==> src/hw/rtl/crsg_pkg.sv <==
// Shared package for the clipped rectangle span generator.
// Holds command codes, register indexes and stream field positions.
// No dependencies.
`default_nettype none

package crsg_pkg;

    // Item kind on the command stream; span op codes reuse the first three.
    typedef enum logic [1:0] {
        KIND_FILL  = 2'd0,
        KIND_BLIT  = 2'd1,
        KIND_FLUSH = 2'd2,
        KIND_ROW   = 2'd3
    } t_kind;

    // Configuration register indexes.
    typedef enum logic [1:0] {
        CFG_ENABLED = 2'd0,
        CFG_WIDTH   = 2'd1,
        CFG_HEIGHT  = 2'd2,
        CFG_PITCH   = 2'd3
    } t_cfg_idx;

    localparam int BYTES_PER_PIXEL = 4;
    localparam int PIX_SHIFT       = $clog2(BYTES_PER_PIXEL);

    localparam int CFG_DATA_W = 16;

    // Input tdata layout.
    localparam int IN_TDATA_W = 160;

    // Output tdata layout, lowest bit first.
    localparam int SHADOW_W   = 24;
    localparam int DEV_W      = 28;
    localparam int SRC_W      = 48;
    localparam int LEN_W      = 13;
    localparam int COLOR_W    = 32;
    localparam int SHADOW_LSB = 0;
    localparam int DEV_LSB    = SHADOW_LSB + SHADOW_W;
    localparam int SRC_LSB    = DEV_LSB + DEV_W;
    localparam int LEN_LSB    = SRC_LSB + SRC_W;
    localparam int COLOR_LSB  = LEN_LSB + LEN_W;
    localparam int OUT_USED_W = COLOR_LSB + COLOR_W;
    localparam int OUT_TDATA_W = ((OUT_USED_W + 7) / 8) * 8;

endpackage

`default_nettype wire

==> src/hw/rtl/clipped_rect_span_generator.sv <==
// Clipped rectangle span generator, top level.
// Depends on crsg_pkg for command codes and stream field positions.
//
// Usage: the slave stream carries commands and row requests. tuser holds the
// kind: fill, blit or flush load a new rectangle, clipped against the screen
// set through the configuration port, and replace any unfinished one; a
// rejected command leaves the block idle. A row request (kind 3) while a
// rectangle is active produces one span item on the master stream; a row
// request while idle is dropped without a result. Commands never produce an
// item of their own.
// A span passes the stage 1 register, where its operands are captured when
// its row request is accepted, then the stage 2 register, which holds the
// products, and then the output register, which holds the final sums.
// Throughput: one item per cycle unless the receiver stalls. Clipping and
// the row counter update at the moment of acceptance, and the multipliers
// sit in their own pipeline stage, so each stage holds one item and
// advances whenever the next one is free.
// Reset (synchronous, active low) clears the configuration registers to zero,
// drops the active rectangle and empties the pipeline.
// When the receiver stalls, the output register holds its span; the earlier
// stages keep filling until all three are occupied, and only then does
// s_axis_tready fall. The user must write configuration only while the block
// is idle; the block itself does not enforce this.
`default_nettype none

module clipped_rect_span_generator #(
    parameter int MAX_WIDTH  = 4096,
    parameter int MAX_HEIGHT = 4096
) (
    input  wire logic                              i_clk,
    input  wire logic                              i_rst_n,
    // Configuration write port.
    input  wire logic                              i_cfg_we,
    input  wire logic [1:0]                        i_cfg_index,
    input  wire logic [crsg_pkg::CFG_DATA_W-1:0]   i_cfg_data,
    // Command stream.
    input  wire logic                              s_axis_tvalid,
    output logic                                   s_axis_tready,
    // tdata, lowest bit first: rect_x[15:0], rect_y[31:16], rect_w[47:32],
    // rect_h[63:48], color[95:64], source_base[143:96], source_stride[159:144]
    input  wire logic [crsg_pkg::IN_TDATA_W-1:0]   s_axis_tdata,
    // tuser: kind[1:0]
    input  wire logic [1:0]                        s_axis_tuser,
    // Span stream.
    output logic                                   m_axis_tvalid,
    input  wire logic                              m_axis_tready,
    // tdata, lowest bit first: shadow_index[23:0], device_offset[51:24],
    // source_index[99:52], span_length[112:100], span_color[144:113], zeros
    output logic [crsg_pkg::OUT_TDATA_W-1:0]       m_axis_tdata,
    // tuser: span_op[1:0]
    output logic [1:0]                             m_axis_tuser,
    // tlast: last_row
    output logic                                   m_axis_tlast
);

    // Width of an x coordinate, of a clipped width, of a y coordinate and of
    // a clipped height.
    localparam int XW = $clog2(MAX_WIDTH);
    localparam int WW = $clog2(MAX_WIDTH + 1);
    localparam int YW = $clog2(MAX_HEIGHT);
    localparam int HW = $clog2(MAX_HEIGHT + 1);
    localparam int SROW_W = 17;   // cut_top plus a row count
    localparam int STRIDE_W = 15; // strictly positive signed 16-bit stride
    localparam int SHP_W = YW + WW;
    localparam int DVP_W = YW + 16;
    localparam int SRP_W = SROW_W + STRIDE_W;
    localparam int DVS_W = DVP_W + 1;

    // ---------------- configuration registers ----------------
    logic        r_enabled;
    logic [12:0] r_screen_w;
    logic [12:0] r_screen_h;
    logic [15:0] r_pitch;

    always_ff @(posedge i_clk) begin
        if (!i_rst_n) begin
            r_enabled  <= 1'b0;
            r_screen_w <= '0;
            r_screen_h <= '0;
            r_pitch    <= '0;
        end else if (i_cfg_we) begin
            case (crsg_pkg::t_cfg_idx'(i_cfg_index))
                crsg_pkg::CFG_ENABLED: r_enabled  <= i_cfg_data[0];
                crsg_pkg::CFG_WIDTH:   r_screen_w <= i_cfg_data[12:0];
                crsg_pkg::CFG_HEIGHT:  r_screen_h <= i_cfg_data[12:0];
                crsg_pkg::CFG_PITCH:   r_pitch    <= i_cfg_data[15:0];
                default: ;
            endcase
        end
    end

    // Screen size saturated to the supported maximum, in the signed domain
    // used by the clipping logic.
    logic signed [17:0] fw;
    logic signed [17:0] fh;
    assign fw = ($signed({5'b0, r_screen_w}) > 18'(MAX_WIDTH))
              ? 18'(MAX_WIDTH) : $signed({5'b0, r_screen_w});
    assign fh = ($signed({5'b0, r_screen_h}) > 18'(MAX_HEIGHT))
              ? 18'(MAX_HEIGHT) : $signed({5'b0, r_screen_h});

    // ---------------- handshake and stage advance ----------------
    logic r_s1_v, r_s2_v, r_out_v;
    logic out_en, s2_en, s1_en;
    logic in_acc;

    assign out_en        = !r_out_v || m_axis_tready;
    assign s2_en         = !r_s2_v || out_en;
    assign s1_en         = !r_s1_v || s2_en;
    assign s_axis_tready = s1_en;
    assign in_acc        = s_axis_tvalid && s1_en;

    // ---------------- input field unpacking ----------------
    crsg_pkg::t_kind    in_kind;
    logic signed [15:0] in_x, in_y, in_w, in_h, in_stride;
    logic [31:0]        in_color;
    logic [47:0]        in_base;

    assign in_kind   = crsg_pkg::t_kind'(s_axis_tuser);
    assign in_x      = s_axis_tdata[15:0];
    assign in_y      = s_axis_tdata[31:16];
    assign in_w      = s_axis_tdata[47:32];
    assign in_h      = s_axis_tdata[63:48];
    assign in_color  = s_axis_tdata[95:64];
    assign in_base   = s_axis_tdata[143:96];
    assign in_stride = s_axis_tdata[159:144];

    // ---------------- rectangle clipping ----------------
    logic signed [17:0] cl_x, cl_y, cl_w, cl_h, cl_dx, cl_dy;
    logic               cl_ok;

    always_comb begin
        cl_x  = 18'(in_x);
        cl_y  = 18'(in_y);
        cl_w  = 18'(in_w);
        cl_h  = 18'(in_h);
        cl_dx = '0;
        cl_dy = '0;
        cl_ok = r_enabled && (cl_w > 18'sd0) && (cl_h > 18'sd0);
        if (in_kind == crsg_pkg::KIND_BLIT &&
            (in_base == '0 || in_stride <= 16'sd0)) begin
            cl_ok = 1'b0;
        end
        // Trim a negative origin and remember how much was cut off.
        if (cl_x < 18'sd0) begin
            cl_dx = -cl_x;
            cl_w  = cl_w - cl_dx;
            cl_x  = '0;
        end
        if (cl_y < 18'sd0) begin
            cl_dy = -cl_y;
            cl_h  = cl_h - cl_dy;
            cl_y  = '0;
        end
        if (cl_x > fw || cl_y > fh) begin
            cl_ok = 1'b0;
        end
        // Cut back extents that run past the right or bottom edge.
        if (cl_x + cl_w > fw) begin
            cl_w = fw - cl_x;
        end
        if (cl_y + cl_h > fh) begin
            cl_h = fh - cl_y;
        end
        if (cl_w <= 18'sd0 || cl_h <= 18'sd0) begin
            cl_ok = 1'b0;
        end
    end

    // ---------------- rectangle state ----------------
    logic                r_busy;
    crsg_pkg::t_kind     r_op;
    logic [XW-1:0]       r_cx;
    logic [YW-1:0]       r_cy;
    logic [WW-1:0]       r_cw;
    logic [HW-1:0]       r_ch;
    logic [15:0]         r_cut_left;
    logic [15:0]         r_cut_top;
    logic [YW-1:0]       r_row_cnt;
    logic [31:0]         r_color;
    logic [47:0]         r_base;
    logic [STRIDE_W-1:0] r_stride;

    logic row_hit;  // a row request that produces a span
    logic row_last;

    assign row_hit  = in_acc && in_kind == crsg_pkg::KIND_ROW && r_busy;
    assign row_last = (HW'(r_row_cnt) + HW'(1)) >= r_ch;

    always_ff @(posedge i_clk) begin
        if (!i_rst_n) begin
            r_busy    <= 1'b0;
            r_row_cnt <= '0;
        end else if (in_acc) begin
            if (in_kind != crsg_pkg::KIND_ROW) begin
                // Any command drops the unfinished rectangle.
                r_busy    <= cl_ok;
                r_row_cnt <= '0;
            end else if (r_busy) begin
                r_busy    <= !row_last;
                r_row_cnt <= row_last ? '0 : YW'(r_row_cnt + YW'(1));
            end
        end
    end

    always_ff @(posedge i_clk) begin
        if (in_acc && in_kind != crsg_pkg::KIND_ROW && cl_ok) begin
            r_op       <= in_kind;
            r_cx       <= cl_x[XW-1:0];
            r_cy       <= cl_y[YW-1:0];
            r_cw       <= cl_w[WW-1:0];
            r_ch       <= cl_h[HW-1:0];
            r_cut_left <= cl_dx[15:0];
            r_cut_top  <= cl_dy[15:0];
            r_color    <= in_color;
            r_base     <= in_base;
            r_stride   <= (in_kind == crsg_pkg::KIND_BLIT) ? in_stride[STRIDE_W-1:0] : '0;
        end
    end

    // ---------------- stage 1: span operands ----------------
    crsg_pkg::t_kind     r_s1_op;
    logic [YW-1:0]       r_s1_row;
    logic [SROW_W-1:0]   r_s1_srow;
    logic [XW-1:0]       r_s1_x;
    logic [47:0]         r_s1_base;
    logic [STRIDE_W-1:0] r_s1_stride;
    logic [WW-1:0]       r_s1_w;
    logic [31:0]         r_s1_color;
    logic                r_s1_last;

    always_ff @(posedge i_clk) begin
        if (!i_rst_n) begin
            r_s1_v <= 1'b0;
        end else if (s1_en) begin
            r_s1_v <= row_hit;
        end
    end

    always_ff @(posedge i_clk) begin
        if (s1_en) begin
            r_s1_op     <= r_op;
            r_s1_row    <= YW'(r_cy + r_row_cnt);
            r_s1_srow   <= SROW_W'(r_cut_top) + SROW_W'(r_row_cnt);
            r_s1_x      <= r_cx;
            r_s1_base   <= r_base + 48'(r_cut_left);
            r_s1_stride <= r_stride;
            r_s1_w      <= r_cw;
            r_s1_color  <= r_color;
            r_s1_last   <= row_last;
        end
    end

    // ---------------- stage 2: products ----------------
    crsg_pkg::t_kind r_s2_op;
    logic [SHP_W-1:0] r_s2_shp;
    logic [DVP_W-1:0] r_s2_dvp;
    logic [SRP_W-1:0] r_s2_srp;
    logic [XW-1:0]    r_s2_x;
    logic [47:0]      r_s2_base;
    logic [WW-1:0]    r_s2_w;
    logic [31:0]      r_s2_color;
    logic             r_s2_last;

    always_ff @(posedge i_clk) begin
        if (!i_rst_n) begin
            r_s2_v <= 1'b0;
        end else if (s2_en) begin
            r_s2_v <= r_s1_v;
        end
    end

    always_ff @(posedge i_clk) begin
        if (s2_en) begin
            r_s2_op    <= r_s1_op;
            r_s2_shp   <= SHP_W'(r_s1_row) * SHP_W'(fw[WW-1:0]);
            r_s2_dvp   <= DVP_W'(r_s1_row) * DVP_W'(r_pitch);
            r_s2_srp   <= SRP_W'(r_s1_srow) * SRP_W'(r_s1_stride);
            r_s2_x     <= r_s1_x;
            r_s2_base  <= r_s1_base;
            r_s2_w     <= r_s1_w;
            r_s2_color <= r_s1_color;
            r_s2_last  <= r_s1_last;
        end
    end

    // ---------------- output register ----------------
    logic [crsg_pkg::SHADOW_W-1:0] n_shadow;
    logic [crsg_pkg::DEV_W-1:0]    n_dev;
    logic [crsg_pkg::SRC_W-1:0]    n_src;
    logic [crsg_pkg::COLOR_W-1:0]  n_color;

    // Each op keeps its own field; all others but shadow_index read as zero.
    always_comb begin
        n_shadow = crsg_pkg::SHADOW_W'(r_s2_shp + SHP_W'(r_s2_x));
        n_dev    = '0;
        n_src    = '0;
        n_color  = '0;
        case (r_s2_op)
            crsg_pkg::KIND_FILL:  n_color = r_s2_color;
            crsg_pkg::KIND_BLIT:  n_src   = r_s2_base + 48'(r_s2_srp);
            crsg_pkg::KIND_FLUSH: n_dev   = crsg_pkg::DEV_W'(DVS_W'(r_s2_dvp)
                                  + DVS_W'({r_s2_x, crsg_pkg::PIX_SHIFT'(0)}));
            default: ;
        endcase
    end

    logic [crsg_pkg::OUT_TDATA_W-1:0] r_out_data;
    logic [1:0]                       r_out_op;
    logic                             r_out_last;

    always_ff @(posedge i_clk) begin
        if (!i_rst_n) begin
            r_out_v <= 1'b0;
        end else if (out_en) begin
            r_out_v <= r_s2_v;
        end
    end

    always_ff @(posedge i_clk) begin
        if (out_en) begin
            r_out_data <= crsg_pkg::OUT_TDATA_W'({n_color,
                                                 crsg_pkg::LEN_W'(r_s2_w),
                                                 n_src, n_dev, n_shadow});
            r_out_op   <= r_s2_op;
            r_out_last <= r_s2_last;
        end
    end

    assign m_axis_tvalid = r_out_v;
    assign m_axis_tdata  = r_out_data;
    assign m_axis_tuser  = r_out_op;
    assign m_axis_tlast  = r_out_last;

endmodule

`default_nettype wire

==> config.mk <==
export PLATFORM = sky130hd
export DESIGN_NAME = clipped_rect_span_generator
export DESIGN_NICKNAME = d
export VERILOG_FILES = /design/src/hw/rtl/crsg_pkg.sv /design/src/hw/rtl/clipped_rect_span_generator.sv
export SDC_FILE = /design/constraint.sdc
export NUM_CORES = 2
export LEC_CHECK = 0
export BUFFER_PORTS_ARGS = -buffer_cell sky130_fd_sc_hd__buf_2
export CAP_MARGIN = 20
export CORE_MARGIN = 4
export CORE_UTILIZATION = 48
export DETAILED_ROUTE_END_ITERATION = 6
export GPL_ROUTABILITY_DRIVEN = 0
export PLACE_DENSITY = 0.72
export SETUP_SLACK_MARGIN = 0.2
export SKIP_LAST_GASP = 1
export SLEW_MARGIN = 20
export SYNTH_ARGS = -nofsm -noshare
export SYNTH_HDL_FRONTEND = slang
export SYNTH_SLANG_ARGS = --single-unit
==> constraint.sdc <==
create_clock -name i_clk -period 42 [get_ports i_clk]
set_clock_uncertainty 0.1 [all_clocks]
set_input_delay 8.4 -clock i_clk [delete_from_list [all_inputs] [get_ports i_clk]]
set_output_delay 8.4 -clock i_clk [all_outputs]
set_load 0.01 [all_outputs]
# Word level (Yosys, flattened, before mapping)

Cells that the tools add are included.

Bits in latches: 0
Bits of input ports: 185
Bits in read-only memories: 0
Memories: 0
Output and inout bits: 157
Logic and storage cells: 127
Flip-flop bits (word level): 730
Memory bits (writable): 0

Multipliers: 3
Shift operators: 0
Add/sub/neg operators: 16
Equal/unequal tests: 8
Bitwise operators: 0
Magnitude comparators: 14
Div/mod/pow operators: 0
Mux-type cells: 16
Reductions and logical operators: 27

Operator list:

| cell                                                                    | number |
|---|---|
| 18-bit two-way mux                                                      | 6 |
| 18-bit by 14-bit > comparator with 1-bit output                         | 4 |
| 48-bit by 16-bit adder with 48-bit output                               | 1 |
| 48-bit by 32-bit adder with 48-bit output                               | 1 |
| 48-bit logical NOT                                                      | 1 |
| 18-bit adder                                                            | 2 |
| 18-bit by 1-bit <= comparator with 1-bit output (second input constant) | 2 |
| 12-bit two-way mux                                                      | 3 |
| 16-bit negator with 18-bit output                                       | 2 |
| 14-bit by 18-bit subtractor with 18-bit output                          | 2 |
| 16-bit by 18-bit subtractor with 18-bit output                          | 2 |
| 16-bit by 1-bit > comparator with 1-bit output (second input constant)  | 2 |
| 16-bit by 1-bit < comparator with 1-bit output (second input constant)  | 2 |
| 17-bit by 15-bit multiplier with 32-bit output                          | 1 |
| 28-bit by 14-bit adder with 28-bit output                               | 1 |
| 12-bit by 16-bit multiplier with 28-bit output                          | 1 |
| 13-bit > comparator (second input constant)                             | 2 |
| 13-bit two-way mux                                                      | 2 |
| 24-bit by 12-bit adder with 24-bit output                               | 1 |
| 12-bit by 13-bit multiplier with 24-bit output                          | 1 |
| 16-bit by 12-bit adder with 17-bit output                               | 1 |
| 16-bit by 1-bit <= comparator with 1-bit output (second input constant) | 1 |
| 12-bit by 1-bit adder with 13-bit output (second input constant)        | 1 |
| 13-bit greater-or-equal comparator                                      | 1 |
| 12 further kinds                                                        | 41 |

# Depth between registers and ports, before layout

Depth in word-level cells: 10
Mapped depth: 35
Depth with buffers taken out: 35

# Least setup slack after synthesis

No wires, ideal clock.

Kind: input -> register
Start point: input port s_axis_tdata[18] in the netlist's numbering
End point: register r_base[0], enable pin
Cell stages on the path: 32
Data required time: 41040 ps
Path buffers: 1
Setup time: 860 ps
Setup slack: 15868 ps
Arrival: 25172 ps
Cells stage by stage: buf_2 nor4_1 nand2_1 xnor2_1 ha_1 nor2_1 nor4_1 o211a_1 a211oi_1 nor3_1 maj3_1 or2_0 nand3_1 xnor2_1 ha_1 a21oi_1 nand2_1 or4_1 nand2_1 xnor2_1 ha_1 a2111oi_0 o21ai_0 o221ai_1 a21oi_1 nor4b_1 o21ai_0 or3b_2 o22ai_1 a41oi_1 nand3_1 a2111oi_2

Longest elaborated chain between the ends: 10
Elaborated cells between the ends (all ways): 16
Classes of those cells: add/sub: 4; order compare: 4; mux: 5; reduce/logical: 3

RTL lines:

| what                                            | line                               | text |
|---|---|---|
| start: declaration                              | clipped_rect_span_generator.sv:41  | `input wire logic [crsg_pkg::IN_TDATA_W-1:0] s_axis_tdata,` |
| 16-bit negator with 18-bit output               | clipped_rect_span_generator.sv:150 | `cl_dy = -cl_y;` |
| 16-bit by 18-bit subtractor with 18-bit output  | clipped_rect_span_generator.sv:151 | `cl_h = cl_h - cl_dy;` |
| 18-bit two-way mux                              | clipped_rect_span_generator.sv:149 | `if (cl_y < 18'sd0) begin` |
| 18-bit adder                                    | clipped_rect_span_generator.sv:161 | `if (cl_y + cl_h > fh) begin` |
| 18-bit by 14-bit > comparator with 1-bit output | clipped_rect_span_generator.sv:161 |  |
| 18-bit two-way mux                              | clipped_rect_span_generator.sv:161 |  |
| 18-bit by 1-bit <= comparator with 1-bit output | clipped_rect_span_generator.sv:164 | `if (cl_w <= 18'sd0 \|\| cl_h <= 18'sd0) begin` |
| 1-bit logical OR                                | clipped_rect_span_generator.sv:164 |  |
| 1-bit two-way mux (*)                           | clipped_rect_span_generator.sv:164 |  |
| 1-bit logical AND (*)                           | clipped_rect_span_generator.sv:206 | `if (in_acc && in_kind != crsg_pkg::KIND_ROW && cl_ok) begin` |
| end signal: assignment                          | clipped_rect_span_generator.sv:215 | `r_base <= in_base;` |
| end: declaration                                | clipped_rect_span_generator.sv:180 | `logic [47:0] r_base;` |

Mark *: on every way between the ends. The rest lies on a longest branch, timed or not.
A chain may end at the register's enable or synchronous reset.

# Worst setup path in the final report

Start point: input port m_axis_tready
End point: output port s_axis_tready

Longest elaborated chain between the ends: 3

RTL lines:

| what               | line                               | text |
|---|---|---|
| start: declaration | clipped_rect_span_generator.sv:46  | `input wire logic m_axis_tready,` |
| 1-bit logical OR   | clipped_rect_span_generator.sv:106 | `assign out_en = !r_out_v \|\| m_axis_tready;` |
| 1-bit logical OR   | clipped_rect_span_generator.sv:107 | `assign s2_en = !r_s2_v \|\| out_en;` |
| 1-bit logical OR   | clipped_rect_span_generator.sv:108 | `assign s1_en = !r_s1_v \|\| s2_en;` |
| end: declaration   | clipped_rect_span_generator.sv:38  | `output logic s_axis_tready,` |

Every way passes these cells.

==> flow_metrics.env <==
export IMPL_start_util_pct=48.6
export IMPL_status="finished clean"
export IMPL_cts_htree_levels=3
export IMPL_cts_setup_buffers=0
export IMPL_die_w_um=346
export IMPL_tns_ps=0
export IMPL_sequentialPowerShare_pct=45.9
export IMPL_clk_path_buf_depth=3
export IMPL_synth_edff_count=671
export IMPL_period_share_pct=42.3
export IMPL_dieArea_sq_um=120000
export IMPL_p_switching_mw=0.467
export IMPL_cts_clk_slew_worst_paths_ps=60
export IMPL_core_sq_um=113000
export IMPL_syn_instance_count=5199
export IMPL_cp_required_ps=33500
export IMPL_worstPathMaxFanout=5
export IMPL_grt_max_degree=181
export IMPL_setup_violations=0
export IMPL_timing_rr_start="r_s1_stride[3]"
export IMPL_ys_ff_latch=730
export IMPL_antenna_found_initial=29
export IMPL_p_leak_nw=27.0
export IMPL_synthArstFlopShare_pct=0
export IMPL_ant_nets=0
export IMPL_clock_fmax_ghz=0.0563
export IMPL_cp_start_kind="input port"
export IMPL_cp_startpoint="m_axis_tready"
export IMPL_cts_tree="done"
export IMPL_pwr_density_cell_nw_per_um2=29.1
export IMPL_final_max_slew_viol_count=0
export IMPL_drc=0
export IMPL_crit_path_end="s_axis_tready"
export IMPL_die_height_um=346
export IMPL_p_sw_share_pct=26.3
export IMPL_rr_worst_depth=24
export IMPL_fin_nets=6555
export IMPL_crit_type="input port to primary output"
export IMPL_r2r_end="r_s2_srp[29]"
export IMPL_layout_setup_ws_ps=24240
export IMPL_avgSynthCellArea_sq_um=10.6
export IMPL_grt_pass1_wl_um=217000
export IMPL_root_buffer="clkbuf_16"
export IMPL_rows=123
export IMPL_tightestPinTransition_ps=1100
export IMPL_viasPerCell=5.52
export IMPL_slew_headroom_pct=26.9
export IMPL_avgRoutedWirePerCell_um=19.6
export IMPL_clock_latency_ps=670
export IMPL_finalCriticalPeriod_ps=17760
export IMPL_pwr_share_clk_pct=39.7
export IMPL_endpoint_kind="primary output"
export IMPL_grtUsageTotal_pct=23.0
export IMPL_port_buffers=334
export IMPL_r2r_slack_ps=34400
export IMPL_ctsResizeCount=0
export IMPL_final_cell_mix="nand2_1 (708), edfxtp_1 (671), inv_1 (663)"
export IMPL_place_ws_ps=24230
export IMPL_first_global_vias=39155
export IMPL_p_int_mw=1.30
export IMPL_drtIter0Drc=3329
export IMPL_hold_viol_final=0
export IMPL_p_comb_share_pct=14.4
export IMPL_route_vias_total=38941
export IMPL_worstHoldPathType="flip-flop to flip-flop"
export IMPL_drt_wl_total_um=139000
export IMPL_pin_count=342
export IMPL_syn2layout_area_growth_pct=10.8
export IMPL_final_common_cell="nand2_1"
export IMPL_ctsHoldBuffers=0
export IMPL_numClockSinks=730
export IMPL_synth_cell_types=96
export IMPL_rsz0062_at_grt="false"
export IMPL_synth_ff_type="edfxtp_1"
export IMPL_seq_area_frac_synth_pct=38.8
export IMPL_hold_path_startpoint="r_stride[14]"
export IMPL_syn_cell_area_sq_um=55000
export IMPL_yosysWarningCount=0
export IMPL_drtPass1Iterations=6
export IMPL_cts_buffers=79
export IMPL_worst_ir_drop_vdd_mv=0.0267
export IMPL_grt_remaining_overflow=0
export IMPL_crit_arrival_ps=9260
export IMPL_place_hpwl_um=107000
export IMPL_cap_violations=0
export IMPL_drive_gt1_share_pct=10.4
[flip-flops by register name (all words and copies together) (netlist names), 13 cells and up]
name	cells
m_axis_tdata	145
r_base	48
r_ch	13
r_color	32
r_cut_left	16
r_cut_top	16
r_cw	13
r_pitch	16
r_s1_base	48
r_s1_color	32
r_s1_srow	17
r_s1_stride	15
r_s1_w	13
r_s2_base	48
r_s2_color	32
r_s2_dvp	28
r_s2_shp	24
r_s2_srp	32
r_s2_w	13
r_screen_h	13
r_screen_w	13
r_stride	15
[cell families (layout without fill, tap and decap cells)]
kind of cell / after synthesis / count (layout) / synth area share (%)
simple gates: 1717 / 1717 / 15.2
buf+inv: 847 / 1182 / 5.87
flops: 730 / 730 / 38.8
compound gates: 684 / 684 / 8.26
mux: 34 / 34 / 0.663
other cells: 1 / 25 / 0.00682
fa+ha+maj: 900 / 900 / 26.7
xor+xnor: 286 / 286 / 4.57
[worst max-delay path, cell delays in order]
cell and delay, ps:
buf_2 100, nor2b_1 100, buf_4 220, nand3_4 170, buf_2 250
[metrics by stage]
| step | hold slack (ps) | utilization, % | instance area, sq um | power (mW) | std cells |
|---|---|---|---|---|---|
| 2_1_floorplan | 300 | - | 55000 | 1.01 | 5205 |
| 3_3_place_gp | 300 | 51.4 | 58200 | 1.07 | 6895 |
| 3_5_place_dp | 305 | 51.4 | 58200 | 1.08 | 6895 |
| 4_1_cts | 300 | 53.8 | 60800 | 1.78 | 7039 |
| 5_1_grt | 323 | 53.8 | 60900 | 1.85 | 7051 |
| 6_report | 299 | 53.8 | 60900 | 1.77 | 7058 |
[how the worst min path moves through the flow]
stage	cells after the start	end	slack [ps]
global placement	0	r_s2_color[22]	300
floorplan	0	m_axis_tdata[100]	300
global route	0	r_s1_color[19]	320
finish	0	r_s1_stride[14]	300
detailed placement	0	r_s1_color[11]	300
CTS	0	r_s1_stride[14]	300
[cells in the mapped netlist, types with 32 or more instances]
library cell	n	area [sq um]
a21boi_0	65	488
a21o_1	53	398
a21oi_1	172	861
and2_1	269	1680
and3_1	38	238
clkbuf_1	164	616
dfxtp_1	59	1180
edfxtp_1	671	20100
fa_1	454	9090
ha_1	439	5490
inv_1	664	2490
nand2_1	709	2660
nand2b_1	33	206
nand3_1	72	360
nand4_1	32	200
nor2_1	255	957
nor2b_1	73	457
nor3_1	71	355
nor4_1	50	313
o21a_1	43	323
o21ai_0	133	666
xnor2_1	197	1730
xor2_1	88	771
[power groups by stage]
| stage | logic [mW] | registers, mW | clock network [mW] |
|---|---|---|---|
| after floorplan | 0.179 | 0.828 | 0 |
| after global placement | 0.243 | 0.829 | 0 |
| after detailed placement | 0.250 | 0.829 | 0 |
| after CTS | 0.252 | 0.814 | 0.718 |
| after global routing | 0.285 | 0.815 | 0.753 |
| final | 0.254 | 0.814 | 0.704 |
[routing by layer]
metal / part of all wire [%] / global-route usage, % / up-vias / wire [um]
met2: 46 / 36.0 / 1448 / 63200
met1: 41 / 30.6 / 19117 / 57500
met5: 0.062 / 0 / - / 86
met4: 4.1 / 9.93 / 12 / 5680
li1: - / - / 18092 / -
met3: 8.9 / 5.73 / 272 / 12300
[area by class of cell]
class | count | area (sq um)
clock inverters | 48 | 556
clock buffers | 96 | 2080
diodes | 18 | 45.0
multi-input cells | 3628 | 30500
well taps | 1500 | 1880
repair buffers | 374 | 2010
flip-flops and latches | 730 | 21300
inverters | 664 | 2500
fillers | 9650 | 52200
No activity file was read; power rests on OpenSTA's default activity.
